## config.mk

```make
export PLATFORM = sky130hd
export DESIGN_NAME = round_robin_quantum_scheduler
export DESIGN_NICKNAME = d
export VERILOG_FILES = /design/src/rtl/rrqs_pkg.sv /design/src/rtl/rrqs_ctrl.sv /design/src/rtl/rrqs_dp.sv /design/src/rtl/round_robin_quantum_scheduler.sv
export SDC_FILE = /design/constraint.sdc
export NUM_CORES = 2
export LEC_CHECK = 0
export BUFFER_PORTS_ARGS = -buffer_cell sky130_fd_sc_hd__clkbuf_2
export CAP_MARGIN = 20
export CORE_MARGIN = 2
export CORE_UTILIZATION = 61
export DETAILED_ROUTE_END_ITERATION = 6
export GPL_TIMING_DRIVEN = 0
export PLACE_DENSITY = 0.79
export SYNTH_ARGS = -nofsm -noshare
export SYNTH_HDL_FRONTEND = slang
export SYNTH_SLANG_ARGS = --single-unit
export TNS_END_PERCENT = 5
```

## constraint.sdc

```tcl
create_clock -name clk -period 13.85 [get_ports clk]
set_input_delay 2.0775 -clock clk [delete_from_list [all_inputs] [get_ports clk]]
set_output_delay 2.0775 -clock clk [all_outputs]
set_load 0.05 [all_outputs]
```

## src/rtl/rrqs_pkg.sv

```systemverilog
// ----------------------------------------------------------------------------
// rrqs_pkg
// Shared types, codes and defaults of the round-robin quantum scheduler.
// ----------------------------------------------------------------------------
package rrqs_pkg;

  localparam int DEF_TASK_SLOTS = 16;
  localparam int DEF_SLICE_BITS = 16;
  localparam logic [15:0] SLICE_LEN_RESET = 16'd10;
  localparam logic [4:0] CNT_MAX = 5'd31;

  typedef enum logic [2:0] {
    ACT_TICK  = 3'd0,
    ACT_YIELD = 3'd1,
    ACT_ADD   = 3'd2,
    ACT_REM   = 3'd3,
    ACT_SET   = 3'd4
  } act_t;

  typedef enum logic [2:0] {
    ST_READY   = 3'd0,
    ST_RUNNING = 3'd1,
    ST_BLOCKED = 3'd2,
    ST_ZOMBIE  = 3'd3,
    ST_STOPPED = 3'd4
  } tstate_t;

  typedef struct packed {
    logic [2:0]  action;
    logic [3:0]  slot;
    logic [2:0]  new_state;
    logic [31:0] frame_in;
    logic [31:0] space_in;
  } in_data_t;

  typedef struct packed {
    logic [31:0] frame_out;
    logic        switched;
    logic [31:0] space_out;
    logic        current_valid;
    logic [3:0]  current_index;
    logic [4:0]  ready_count;
  } out_data_t;

  typedef enum logic [3:0] {
    OP_NONE,
    OP_LOAD,
    OP_MISC,
    OP_CHECK,
    OP_FIND,
    OP_SAVE,
    OP_UPD,
    OP_SCAN,
    OP_RDNX,
    OP_SWAP,
    OP_CLR,
    OP_COUNT,
    OP_OUT
  } dp_op_t;

  typedef struct packed {
    dp_op_t op;
  } dp_cmd_t;

  typedef struct packed {
    logic [2:0] act;
    logic       have;
    logic       idx_present;
    logic       idx_runnable;
    logic       idx_last;
    logic       idx_is_cur;
    logic       expired;
    logic       out_free;
  } dp_stat_t;

endpackage

```

## src/rtl/rrqs_ctrl.sv

```systemverilog
// ----------------------------------------------------------------------------
// rrqs_ctrl
// Sequencer that steps the datapath through one transaction at a time.
// ----------------------------------------------------------------------------
module rrqs_ctrl (
  input  logic              clk,
  input  logic              rst_n,
  input  logic              in_valid,
  output logic              in_ready,
  input  rrqs_pkg::dp_stat_t stat,
  output rrqs_pkg::dp_cmd_t  cmd
);

  typedef enum logic [3:0] {
    S_IDLE, S_DISP, S_ENTRY, S_FIND, S_SAVE, S_UPD, S_TEST,
    S_SCAN, S_RDNX, S_SWAP, S_CLR, S_COUNT, S_DONE
  } state_t;

  state_t state_r, state_nxt;

  assign in_ready = (state_r == S_IDLE);

  always_comb begin
    state_nxt = state_r;
    cmd.op    = rrqs_pkg::OP_NONE;
    case (state_r)
      S_IDLE: begin
        if (in_valid) begin
          cmd.op    = rrqs_pkg::OP_LOAD;
          state_nxt = S_DISP;
        end
      end
      S_DISP: begin
        case (stat.act)
          rrqs_pkg::ACT_TICK, rrqs_pkg::ACT_YIELD: begin
            cmd.op    = rrqs_pkg::OP_CHECK;
            state_nxt = S_ENTRY;
          end
          default: begin
            cmd.op    = rrqs_pkg::OP_MISC;
            state_nxt = S_CLR;
          end
        endcase
      end
      S_ENTRY: begin
        if (stat.have) begin
          cmd.op    = rrqs_pkg::OP_SAVE;
          state_nxt = S_UPD;
        end else begin
          state_nxt = S_FIND;
        end
      end
      S_FIND: begin
        cmd.op = rrqs_pkg::OP_FIND;
        if (stat.idx_present) begin
          state_nxt = S_SAVE;
        end else if (stat.idx_last) begin
          state_nxt = S_CLR;
        end
      end
      S_SAVE: begin
        cmd.op    = rrqs_pkg::OP_SAVE;
        state_nxt = S_UPD;
      end
      S_UPD: begin
        cmd.op    = rrqs_pkg::OP_UPD;
        state_nxt = S_TEST;
      end
      S_TEST: begin
        state_nxt = stat.expired ? S_SCAN : S_CLR;
      end
      S_SCAN: begin
        cmd.op = rrqs_pkg::OP_SCAN;
        // Reaching the current slot again means a full lap without a switch.
        if (stat.idx_is_cur) begin
          state_nxt = S_CLR;
        end else if (stat.idx_runnable) begin
          state_nxt = S_RDNX;
        end
      end
      S_RDNX: begin
        cmd.op    = rrqs_pkg::OP_RDNX;
        state_nxt = S_SWAP;
      end
      S_SWAP: begin
        cmd.op    = rrqs_pkg::OP_SWAP;
        state_nxt = S_CLR;
      end
      S_CLR: begin
        cmd.op    = rrqs_pkg::OP_CLR;
        state_nxt = S_COUNT;
      end
      S_COUNT: begin
        cmd.op = rrqs_pkg::OP_COUNT;
        if (stat.idx_last) begin
          state_nxt = S_DONE;
        end
      end
      S_DONE: begin
        if (stat.out_free) begin
          cmd.op    = rrqs_pkg::OP_OUT;
          state_nxt = S_IDLE;
        end
      end
      default: state_nxt = S_IDLE;
    endcase
  end

  always_ff @(posedge clk) begin
    if (!rst_n) begin
      state_r <= S_IDLE;
    end else begin
      state_r <= state_nxt;
    end
  end

endmodule

```

## src/rtl/rrqs_dp.sv

```systemverilog
// ----------------------------------------------------------------------------
// rrqs_dp
// Slot table, per-slot memories, scan index, counters and result register.
// ----------------------------------------------------------------------------
module rrqs_dp #(
  parameter int TASK_SLOTS = rrqs_pkg::DEF_TASK_SLOTS,
  parameter int SLICE_BITS = rrqs_pkg::DEF_SLICE_BITS
) (
  input  logic                  clk,
  input  logic                  rst_n,
  input  rrqs_pkg::dp_cmd_t     cmd,
  output rrqs_pkg::dp_stat_t    stat,
  input  rrqs_pkg::in_data_t    in_data,
  input  logic [SLICE_BITS-1:0] reload,
  output logic                  out_valid,
  input  logic                  out_ready,
  output rrqs_pkg::out_data_t   out_data
);

  localparam int IW = $clog2(TASK_SLOTS);
  localparam logic [IW-1:0] IDX_LAST = IW'(TASK_SLOTS - 1);

  // Slot table state with reset values.
  logic              pres_r [TASK_SLOTS];
  rrqs_pkg::tstate_t st_r   [TASK_SLOTS];

  // Per-slot payload stores; a slot is always added before any of these is read.
  logic [SLICE_BITS-1:0] slice_mem [TASK_SLOTS];
  logic [31:0]           frame_mem [TASK_SLOTS];
  logic [31:0]           space_mem [TASK_SLOTS];

  logic [2:0]  act_r;
  logic [3:0]  slot_r;
  logic [2:0]  nst_r;
  logic [31:0] frame_r, space_r;
  logic [IW-1:0] cur_r, idx_r;
  logic        have_r, fresh_r, yz_r, expired_r;
  logic [SLICE_BITS-1:0] slice_q;
  logic [31:0] frame_q, space_q;
  logic [31:0] fout_r, sp_r;
  logic        sw_r;
  logic [4:0]  cnt_r;
  logic        out_valid_r;
  rrqs_pkg::out_data_t out_data_r;

  logic          slot_ok;
  logic [IW-1:0] slot_idx, idx_inc, cur_inc;
  logic          cur_run, idx_run;
  logic [SLICE_BITS-1:0] s_cur, s_dec;

  logic                  sl_we, fr_we, sp_we;
  logic [IW-1:0]         sl_wa, fr_wa, rd_a;
  logic [SLICE_BITS-1:0] sl_wd;

  assign slot_ok  = (32'(slot_r) < TASK_SLOTS);
  assign slot_idx = IW'(slot_r);
  assign idx_inc  = (idx_r == IDX_LAST) ? '0 : idx_r + IW'(1);
  assign cur_inc  = (cur_r == IDX_LAST) ? '0 : cur_r + IW'(1);
  assign cur_run  = pres_r[cur_r] &&
                    (st_r[cur_r] == rrqs_pkg::ST_READY || st_r[cur_r] == rrqs_pkg::ST_RUNNING);
  assign idx_run  = pres_r[idx_r] &&
                    (st_r[idx_r] == rrqs_pkg::ST_READY || st_r[idx_r] == rrqs_pkg::ST_RUNNING);

  assign s_cur = fresh_r ? reload : (yz_r ? '0 : slice_q);
  assign s_dec = (s_cur != '0) ? s_cur - SLICE_BITS'(1) : '0;

  assign stat.act          = act_r;
  assign stat.have         = have_r;
  assign stat.idx_present  = pres_r[idx_r];
  assign stat.idx_runnable = idx_run;
  assign stat.idx_last     = (idx_r == IDX_LAST);
  assign stat.idx_is_cur   = (idx_r == cur_r);
  assign stat.expired      = expired_r;
  assign stat.out_free     = !out_valid_r || out_ready;

  assign out_valid = out_valid_r;
  assign out_data  = out_data_r;

  // Memory port selection.
  always_comb begin
    sl_we = 1'b0;
    sl_wa = cur_r;
    sl_wd = reload;
    fr_we = 1'b0;
    fr_wa = cur_r;
    sp_we = 1'b0;
    rd_a  = cur_r;
    case (cmd.op)
      rrqs_pkg::OP_MISC: begin
        if (act_r == rrqs_pkg::ACT_ADD && slot_ok) begin
          sl_we = 1'b1;
          sl_wa = slot_idx;
          fr_we = 1'b1;
          fr_wa = slot_idx;
          sp_we = 1'b1;
        end
      end
      rrqs_pkg::OP_CHECK: begin
        // A yield empties the current slice even when that task is then dropped.
        if (act_r == rrqs_pkg::ACT_YIELD && have_r) begin
          sl_we = 1'b1;
          sl_wd = '0;
        end
      end
      rrqs_pkg::OP_SAVE: fr_we = 1'b1;
      rrqs_pkg::OP_UPD: begin
        sl_we = 1'b1;
        sl_wd = (s_dec != '0) ? s_dec : reload;
      end
      rrqs_pkg::OP_RDNX: rd_a = idx_r;
      rrqs_pkg::OP_SWAP: begin
        if (frame_q != '0 && slice_q == '0) begin
          sl_we = 1'b1;
          sl_wa = idx_r;
        end
      end
      default: ;
    endcase
  end

  always_ff @(posedge clk) begin
    if (sl_we) begin
      slice_mem[sl_wa] <= sl_wd;
    end
    if (fr_we) begin
      frame_mem[fr_wa] <= frame_r;
    end
    if (sp_we) begin
      space_mem[slot_idx] <= space_r;
    end
    if (cmd.op == rrqs_pkg::OP_SAVE || cmd.op == rrqs_pkg::OP_RDNX) begin
      slice_q <= slice_mem[rd_a];
    end
    if (cmd.op == rrqs_pkg::OP_RDNX) begin
      frame_q <= frame_mem[rd_a];
      space_q <= space_mem[rd_a];
    end
  end

  // Payload registers without reset.
  always_ff @(posedge clk) begin
    case (cmd.op)
      rrqs_pkg::OP_LOAD: begin
        act_r   <= in_data.action;
        slot_r  <= in_data.slot;
        nst_r   <= in_data.new_state;
        frame_r <= in_data.frame_in;
        space_r <= in_data.space_in;
        fout_r  <= '0;
        sp_r    <= '0;
      end
      rrqs_pkg::OP_CHECK: begin
        fout_r  <= frame_r;
        idx_r   <= '0;
        fresh_r <= 1'b0;
        yz_r    <= (act_r == rrqs_pkg::ACT_YIELD) && have_r;
      end
      rrqs_pkg::OP_FIND: begin
        if (pres_r[idx_r]) begin
          fresh_r <= 1'b1;
        end else begin
          idx_r <= idx_inc;
        end
      end
      rrqs_pkg::OP_UPD: begin
        expired_r <= (s_dec == '0);
        idx_r     <= cur_inc;
      end
      rrqs_pkg::OP_SCAN: begin
        if (!idx_run) begin
          idx_r <= idx_inc;
        end
      end
      rrqs_pkg::OP_SWAP: begin
        if (frame_q != '0) begin
          fout_r <= frame_q;
          sp_r   <= space_q;
        end
      end
      rrqs_pkg::OP_CLR: begin
        idx_r <= '0;
      end
      rrqs_pkg::OP_COUNT: begin
        idx_r <= idx_inc;
      end
      rrqs_pkg::OP_OUT: begin
        out_data_r.frame_out     <= fout_r;
        out_data_r.switched      <= sw_r;
        out_data_r.space_out     <= sp_r;
        out_data_r.current_valid <= have_r;
        out_data_r.current_index <= 4'(cur_r);
        out_data_r.ready_count   <= cnt_r;
      end
      default: ;
    endcase
  end

  // Control state with reset.
  always_ff @(posedge clk) begin
    if (!rst_n) begin
      for (int i = 0; i < TASK_SLOTS; i++) begin
        pres_r[i] <= 1'b0;
        st_r[i]   <= rrqs_pkg::ST_STOPPED;
      end
      cur_r       <= '0;
      have_r      <= 1'b0;
      sw_r        <= 1'b0;
      cnt_r       <= '0;
      out_valid_r <= 1'b0;
    end else begin
      if (out_valid_r && out_ready) begin
        out_valid_r <= 1'b0;
      end
      case (cmd.op)
        rrqs_pkg::OP_LOAD: sw_r <= 1'b0;
        rrqs_pkg::OP_MISC: begin
          if (slot_ok) begin
            case (act_r)
              rrqs_pkg::ACT_ADD: begin
                pres_r[slot_idx] <= 1'b1;
                if (nst_r == rrqs_pkg::ST_ZOMBIE || nst_r == rrqs_pkg::ST_STOPPED) begin
                  st_r[slot_idx] <= rrqs_pkg::tstate_t'(nst_r);
                end else begin
                  st_r[slot_idx] <= rrqs_pkg::ST_READY;
                end
              end
              rrqs_pkg::ACT_REM: st_r[slot_idx] <= rrqs_pkg::ST_STOPPED;
              rrqs_pkg::ACT_SET: begin
                if (nst_r <= rrqs_pkg::ST_STOPPED) begin
                  st_r[slot_idx] <= rrqs_pkg::tstate_t'(nst_r);
                end
              end
              default: ;
            endcase
          end
        end
        rrqs_pkg::OP_CHECK: begin
          if (have_r && !cur_run) begin
            have_r <= 1'b0;
          end
        end
        rrqs_pkg::OP_FIND: begin
          if (pres_r[idx_r]) begin
            cur_r        <= idx_r;
            have_r       <= 1'b1;
            st_r[idx_r]  <= rrqs_pkg::ST_RUNNING;
          end
        end
        rrqs_pkg::OP_SWAP: begin
          if (frame_q != '0) begin
            if (st_r[cur_r] == rrqs_pkg::ST_RUNNING) begin
              st_r[cur_r] <= rrqs_pkg::ST_READY;
            end
            st_r[idx_r] <= rrqs_pkg::ST_RUNNING;
            cur_r       <= idx_r;
            sw_r        <= 1'b1;
          end
        end
        rrqs_pkg::OP_CLR: cnt_r <= '0;
        rrqs_pkg::OP_COUNT: begin
          if (idx_run && cnt_r != rrqs_pkg::CNT_MAX) begin
            cnt_r <= cnt_r + 5'd1;
          end
        end
        rrqs_pkg::OP_OUT: out_valid_r <= 1'b1;
        default: ;
      endcase
    end
  end

  // A current task is always a slot that has been added.
  a_cur_present: assert property (@(posedge clk) disable iff (!rst_n)
    have_r |-> pres_r[cur_r])
    else $error("current task slot is not present");

  a_cur_range: assert property (@(posedge clk) disable iff (!rst_n)
    have_r |-> (32'(cur_r) < TASK_SLOTS))
    else $error("current slot index out of range");

  a_sw_cur: assert property (@(posedge clk) disable iff (!rst_n)
    (out_valid_r && out_data_r.switched) |-> out_data_r.current_valid)
    else $error("switch reported without a current task");

  a_out_load: assert property (@(posedge clk) disable iff (!rst_n)
    (cmd.op == rrqs_pkg::OP_OUT) |-> (!out_valid_r || out_ready))
    else $error("result register overwritten before it was taken");

endmodule

```

## src/rtl/round_robin_quantum_scheduler.sv

```systemverilog
// ----------------------------------------------------------------------------
// round_robin_quantum_scheduler
// Round-robin time-slice scheduler over a table of task slots.
//
//   Channel  Ports            Moves
//   input    in_valid/ready   one action transaction (tick, yield, add, ...)
//   result   out_valid/ready  one result transaction per action
//   config   psel/penable/... slice_length register at byte address 0
//
// One transaction is worked on at a time; the next is taken once its result
// is in the output register, even if that result has not been taken yet.
// Add, remove and set-state go straight to the ready count walk.
// A tick or yield may run a search for the lowest present slot, a circular
// scan for the next runnable slot and the ready count walk, each one slot
// per cycle.
// Reset is synchronous and clears the slot table; no clearing pass is needed.
// ----------------------------------------------------------------------------
module round_robin_quantum_scheduler #(
  parameter int TASK_SLOTS = rrqs_pkg::DEF_TASK_SLOTS,
  parameter int SLICE_BITS = rrqs_pkg::DEF_SLICE_BITS
) (
  input  logic                clk,
  input  logic                rst_n,
  input  logic                in_valid,
  output logic                in_ready,
  input  rrqs_pkg::in_data_t  in_data,
  output logic                out_valid,
  input  logic                out_ready,
  output rrqs_pkg::out_data_t out_data,
  input  logic                psel,
  input  logic                penable,
  input  logic                pwrite,
  input  logic [2:0]          paddr,
  input  logic [31:0]         pwdata,
  output logic [31:0]         prdata,
  output logic                pready
);

  logic [15:0]        slice_len_r;
  rrqs_pkg::dp_cmd_t  cmd;
  rrqs_pkg::dp_stat_t stat;

  assign pready = 1'b1;
  assign prdata = (paddr[2] == 1'b0) ? {16'd0, slice_len_r} : 32'd0;

  // Zero writes leave the reload value unchanged.
  always_ff @(posedge clk) begin
    if (!rst_n) begin
      slice_len_r <= rrqs_pkg::SLICE_LEN_RESET;
    end else if (psel && penable && pwrite && pready && paddr[2] == 1'b0 &&
                 pwdata[15:0] != 16'd0) begin
      slice_len_r <= pwdata[15:0];
    end
  end

  rrqs_ctrl u_ctrl (
    .clk      (clk),
    .rst_n    (rst_n),
    .in_valid (in_valid),
    .in_ready (in_ready),
    .stat     (stat),
    .cmd      (cmd)
  );

  rrqs_dp #(
    .TASK_SLOTS (TASK_SLOTS),
    .SLICE_BITS (SLICE_BITS)
  ) u_dp (
    .clk       (clk),
    .rst_n     (rst_n),
    .cmd       (cmd),
    .stat      (stat),
    .in_data   (in_data),
    .reload    (SLICE_BITS'(slice_len_r)),
    .out_valid (out_valid),
    .out_ready (out_ready),
    .out_data  (out_data)
  );

endmodule
```

==> impl_metrics.ini <==
[outcome]
status = finished, violations left
violations = design-rule violations

[yosys]
async_reset_ff_share_pct = 0
yosysSeqAreaShare_pct = 75.48
synth_flop_cell = edfxtp_1
synth_top_area_share_pct = 72.31
yosysTopAreaCell = edfxtp_1
ys_ff_latch = 1684
synth_edf_count = 1580
yosys-top-cells-area = edfxtp_1 72%, mux4_2 12%, dfxtp_1 3.2%
synthCells = 3481
syn_avg_cell_area_um2 = 18.85
synthDistinctLibCells = 80
syn-cell-area_um2 = 65620
yosys_warnings = 0

[global_routing]
gr-usage-all-layers_pct = 31.45
grt_max_degree = 50
antenna_found_initial = 3
grt_overflow = 0
grt_pass1_wl_um = 250000
grt_pass1_vias = 37030

[final_layout]
flow.area_growth_from_synthesis_pct = 14.95
fillers = 6104
final_nets = 4068
fin_util_pct = 70.56
drive_gt1_share_pct = 26.16
regArea_um2 = 49530
multi_input_area_um2 = 15340

[critical_path]
path_delay_family = buffers and inverters
timing.critical_path.mode_cell = buf_2
cpPeakStageDelay_ns = 0.90
cp-startpoint = u_ctrl.state_r[2]
reg2reg_from = u_ctrl.state_r[2]
worst-path-buf-inv = 5
critPathKind = register to register
crit_required_ns = 14.32
path_cells = clkbuf_1, nand2b_1, nor3_4, buf_8, nor2_1, a21oi_1, buf_2, buf_2, buf_2, mux4_2, nand2_1, a31oi_1
crit_arrival_ns = 5.86
start_kind = register
slowest_stage = a21oi_1
crit_fanout = 11
endpoint_kind = register

[route]
wl_per_cell_um = 31.48
routed_wl_um = 172500
drtIter0Drc = 5490
viasPerCell = 6.753
vias = 37010
dr.pass1.iters = 7
drcViolationCount = 13
antenna_left = 0

[die]
ios = 226
start_util_pct = 61.38
coreArea_um2 = 106900
design.die.area_um2 = 110200
die_width_um = 332.0
rows = 120
die_h_um = 332.0

[timing]
finClkSkew_ns = 0.05037
setup_viol = 0
hold_violations = 0
min_period_over_period_pct = 38.88
relSlewSlack_pct = 21.87
max_freq_mhz = 185.7
min_period_ns = 5.384
tightest_slew_ns = 1.172
setup_tns_ns = 0
rsz0062_at_grt = false
slew_viol_final = 0

[cts]
cts_setup_buffers = 0
cts_sinks = 1684
cts_made_buffers = 162
clock_latency_ns = 0.80
cts_tree = yes
htreeDepth = 4
clk_pin_slew_ns = 0.06
post_cts_resized = 0
clock_path_buffers = 3
ctsHoldBuffers = 0
cts-root-buf = clkbuf_16

[hold_path]
hold_class = register to register
worstHoldStart = u_dp.fout_r[10]

[placement]
port_buffers = 190
place_congestion = 0.9218
hpwl_um = 107000

[power]
peakVddDrop_mv = 0.1400
p_leak_nw = 25.20
powerDensity_nw_per_um2 = 173.8
total_power_mw = 13.11

[flow_run]
drv_cap = 0
==> flip-flops by register name (all words and copies together) (netlist names), 3 cells and up, named ones only <==
| register | cells |
|---|---|
| u_dp.slice_q | 16 |
| u_dp.frame_r | 32 |
| u_dp.space_q | 32 |
| u_dp.nst_r | 3 |
| u_ctrl.state_r | 4 |
| u_dp.space_mem | 512 |
| u_dp.idx_r | 4 |
| u_dp.sp_r | 32 |
| u_dp.frame_q | 32 |
| u_dp.cnt_r | 5 |
| u_dp.st_r | 48 |
| u_dp.act_r | 3 |
| u_dp.frame_mem | 512 |
| u_dp.cur_r | 4 |
| u_dp.fout_r | 32 |
| u_dp.pres_r | 16 |
| slice_len_r | 16 |
| u_dp.slot_idx | 4 |
| u_dp.space_r | 32 |
| u_dp.slice_mem | 256 |
| u_dp.out_data | 75 |
==> kinds of logic after synthesis <==
family,synth area share [%]
flops,75.48
simple gates,5.715
compound gates,4.344
mux,12.42
buf+inv,1.703
xor+xnor,0.1602
fa+ha+maj,0.1716
other cells,0.01145
==> cells in the mapped netlist, types with 9 or more instances <==
library cell	count
a22oi_1	15
o21a_1	18
a22o_1	40
mux4_2	342
edfxtp_1	1580
o21ai_0	32
xor2_1	9
clkbuf_1	116
inv_1	21
o21ai_1	13
nor2b_1	47
and2_1	99
nand2_1	242
nor3_1	18
nor4_1	21
and3b_1	9
and3_1	39
nand2b_1	12
mux2_2	19
nand3_1	43
buf_4	43
a31oi_1	94
or2_2	16
mux2i_1	22
a21oi_1	50
nor2_1	146
buf_2	47
a211oi_1	84
ha_1	9
dfxtp_1	104
==> report_power, final <==
| group | internal [mW] | total, mW | switching, mW |
|---|---|---|---|
| sequential | 6.07 | 6.37 | 0.294 |
| clock | 2.44 | 4.39 | 1.94 |
| combinational | 0.894 | 2.35 | 1.46 |
==> path summary, 6_finish.rpt <==
path / cells past startpoint / slack, ns / to
worst max-delay path: 12 / 8.47 / u_dp.slice_q[15]
worst min-delay path: 0 / 0.42 / u_dp.out_data[53]
worst max register to register: 12 / 8.47 / u_dp.slice_q[15]
worst min register to register: 0 / 0.42 / u_dp.out_data[53]
==> per-layer routing <==
layer  wire length (um)  track usage (%)
met5                  0                0
met4               6792            12.47
met3              19310            6.446
met2              84060            50.71
met1              62340            42.81
==> placed cells by master, fill, tap and decap left out, types with 69 or more instances in the layout <==
cell type,synthesis,routed
nand2_1,242,241
a31oi_1,94,94
mux4_2,342,342
dfxtp_1,104,104
edfxtp_1,1580,1580
a211oi_1,84,84
clkbuf_2,0,190
clkbuf_16,0,163
nor2_1,146,101
buf_4,43,69
clkbuf_1,116,146
and2_1,99,99
==> per-stage QoR <==
stage	setup slack, ns	hold WS [ns]	instances	cell area (um2)
after floorplan	3.941	0.4003	3496	65670
after global placement	-2.146	0.4008	5089	68380
after detailed placement	8.369	0.4054	5171	70090
after CTS	8.351	0.4203	5467	75320
after global routing	8.473	0.4245	5478	75420
final	8.466	0.4232	5480	75430
==> final cells by class <==
| type | count | area share (%) |
|---|---|---|
| diodes | 2 | 0.006635 |
| flip-flops and latches | 1684 | 65.66 |
| repair buffers | 283 | 3.251 |
| well taps | 1403 | 2.327 |
| clock buffers | 196 | 5.612 |
| clock inverters | 100 | 1.319 |
| plain buffers | 213 | 1.372 |
| inverters | 22 | 0.1128 |
| multi-input cells | 1577 | 20.34 |
Power figures use the tool's default switching activity.
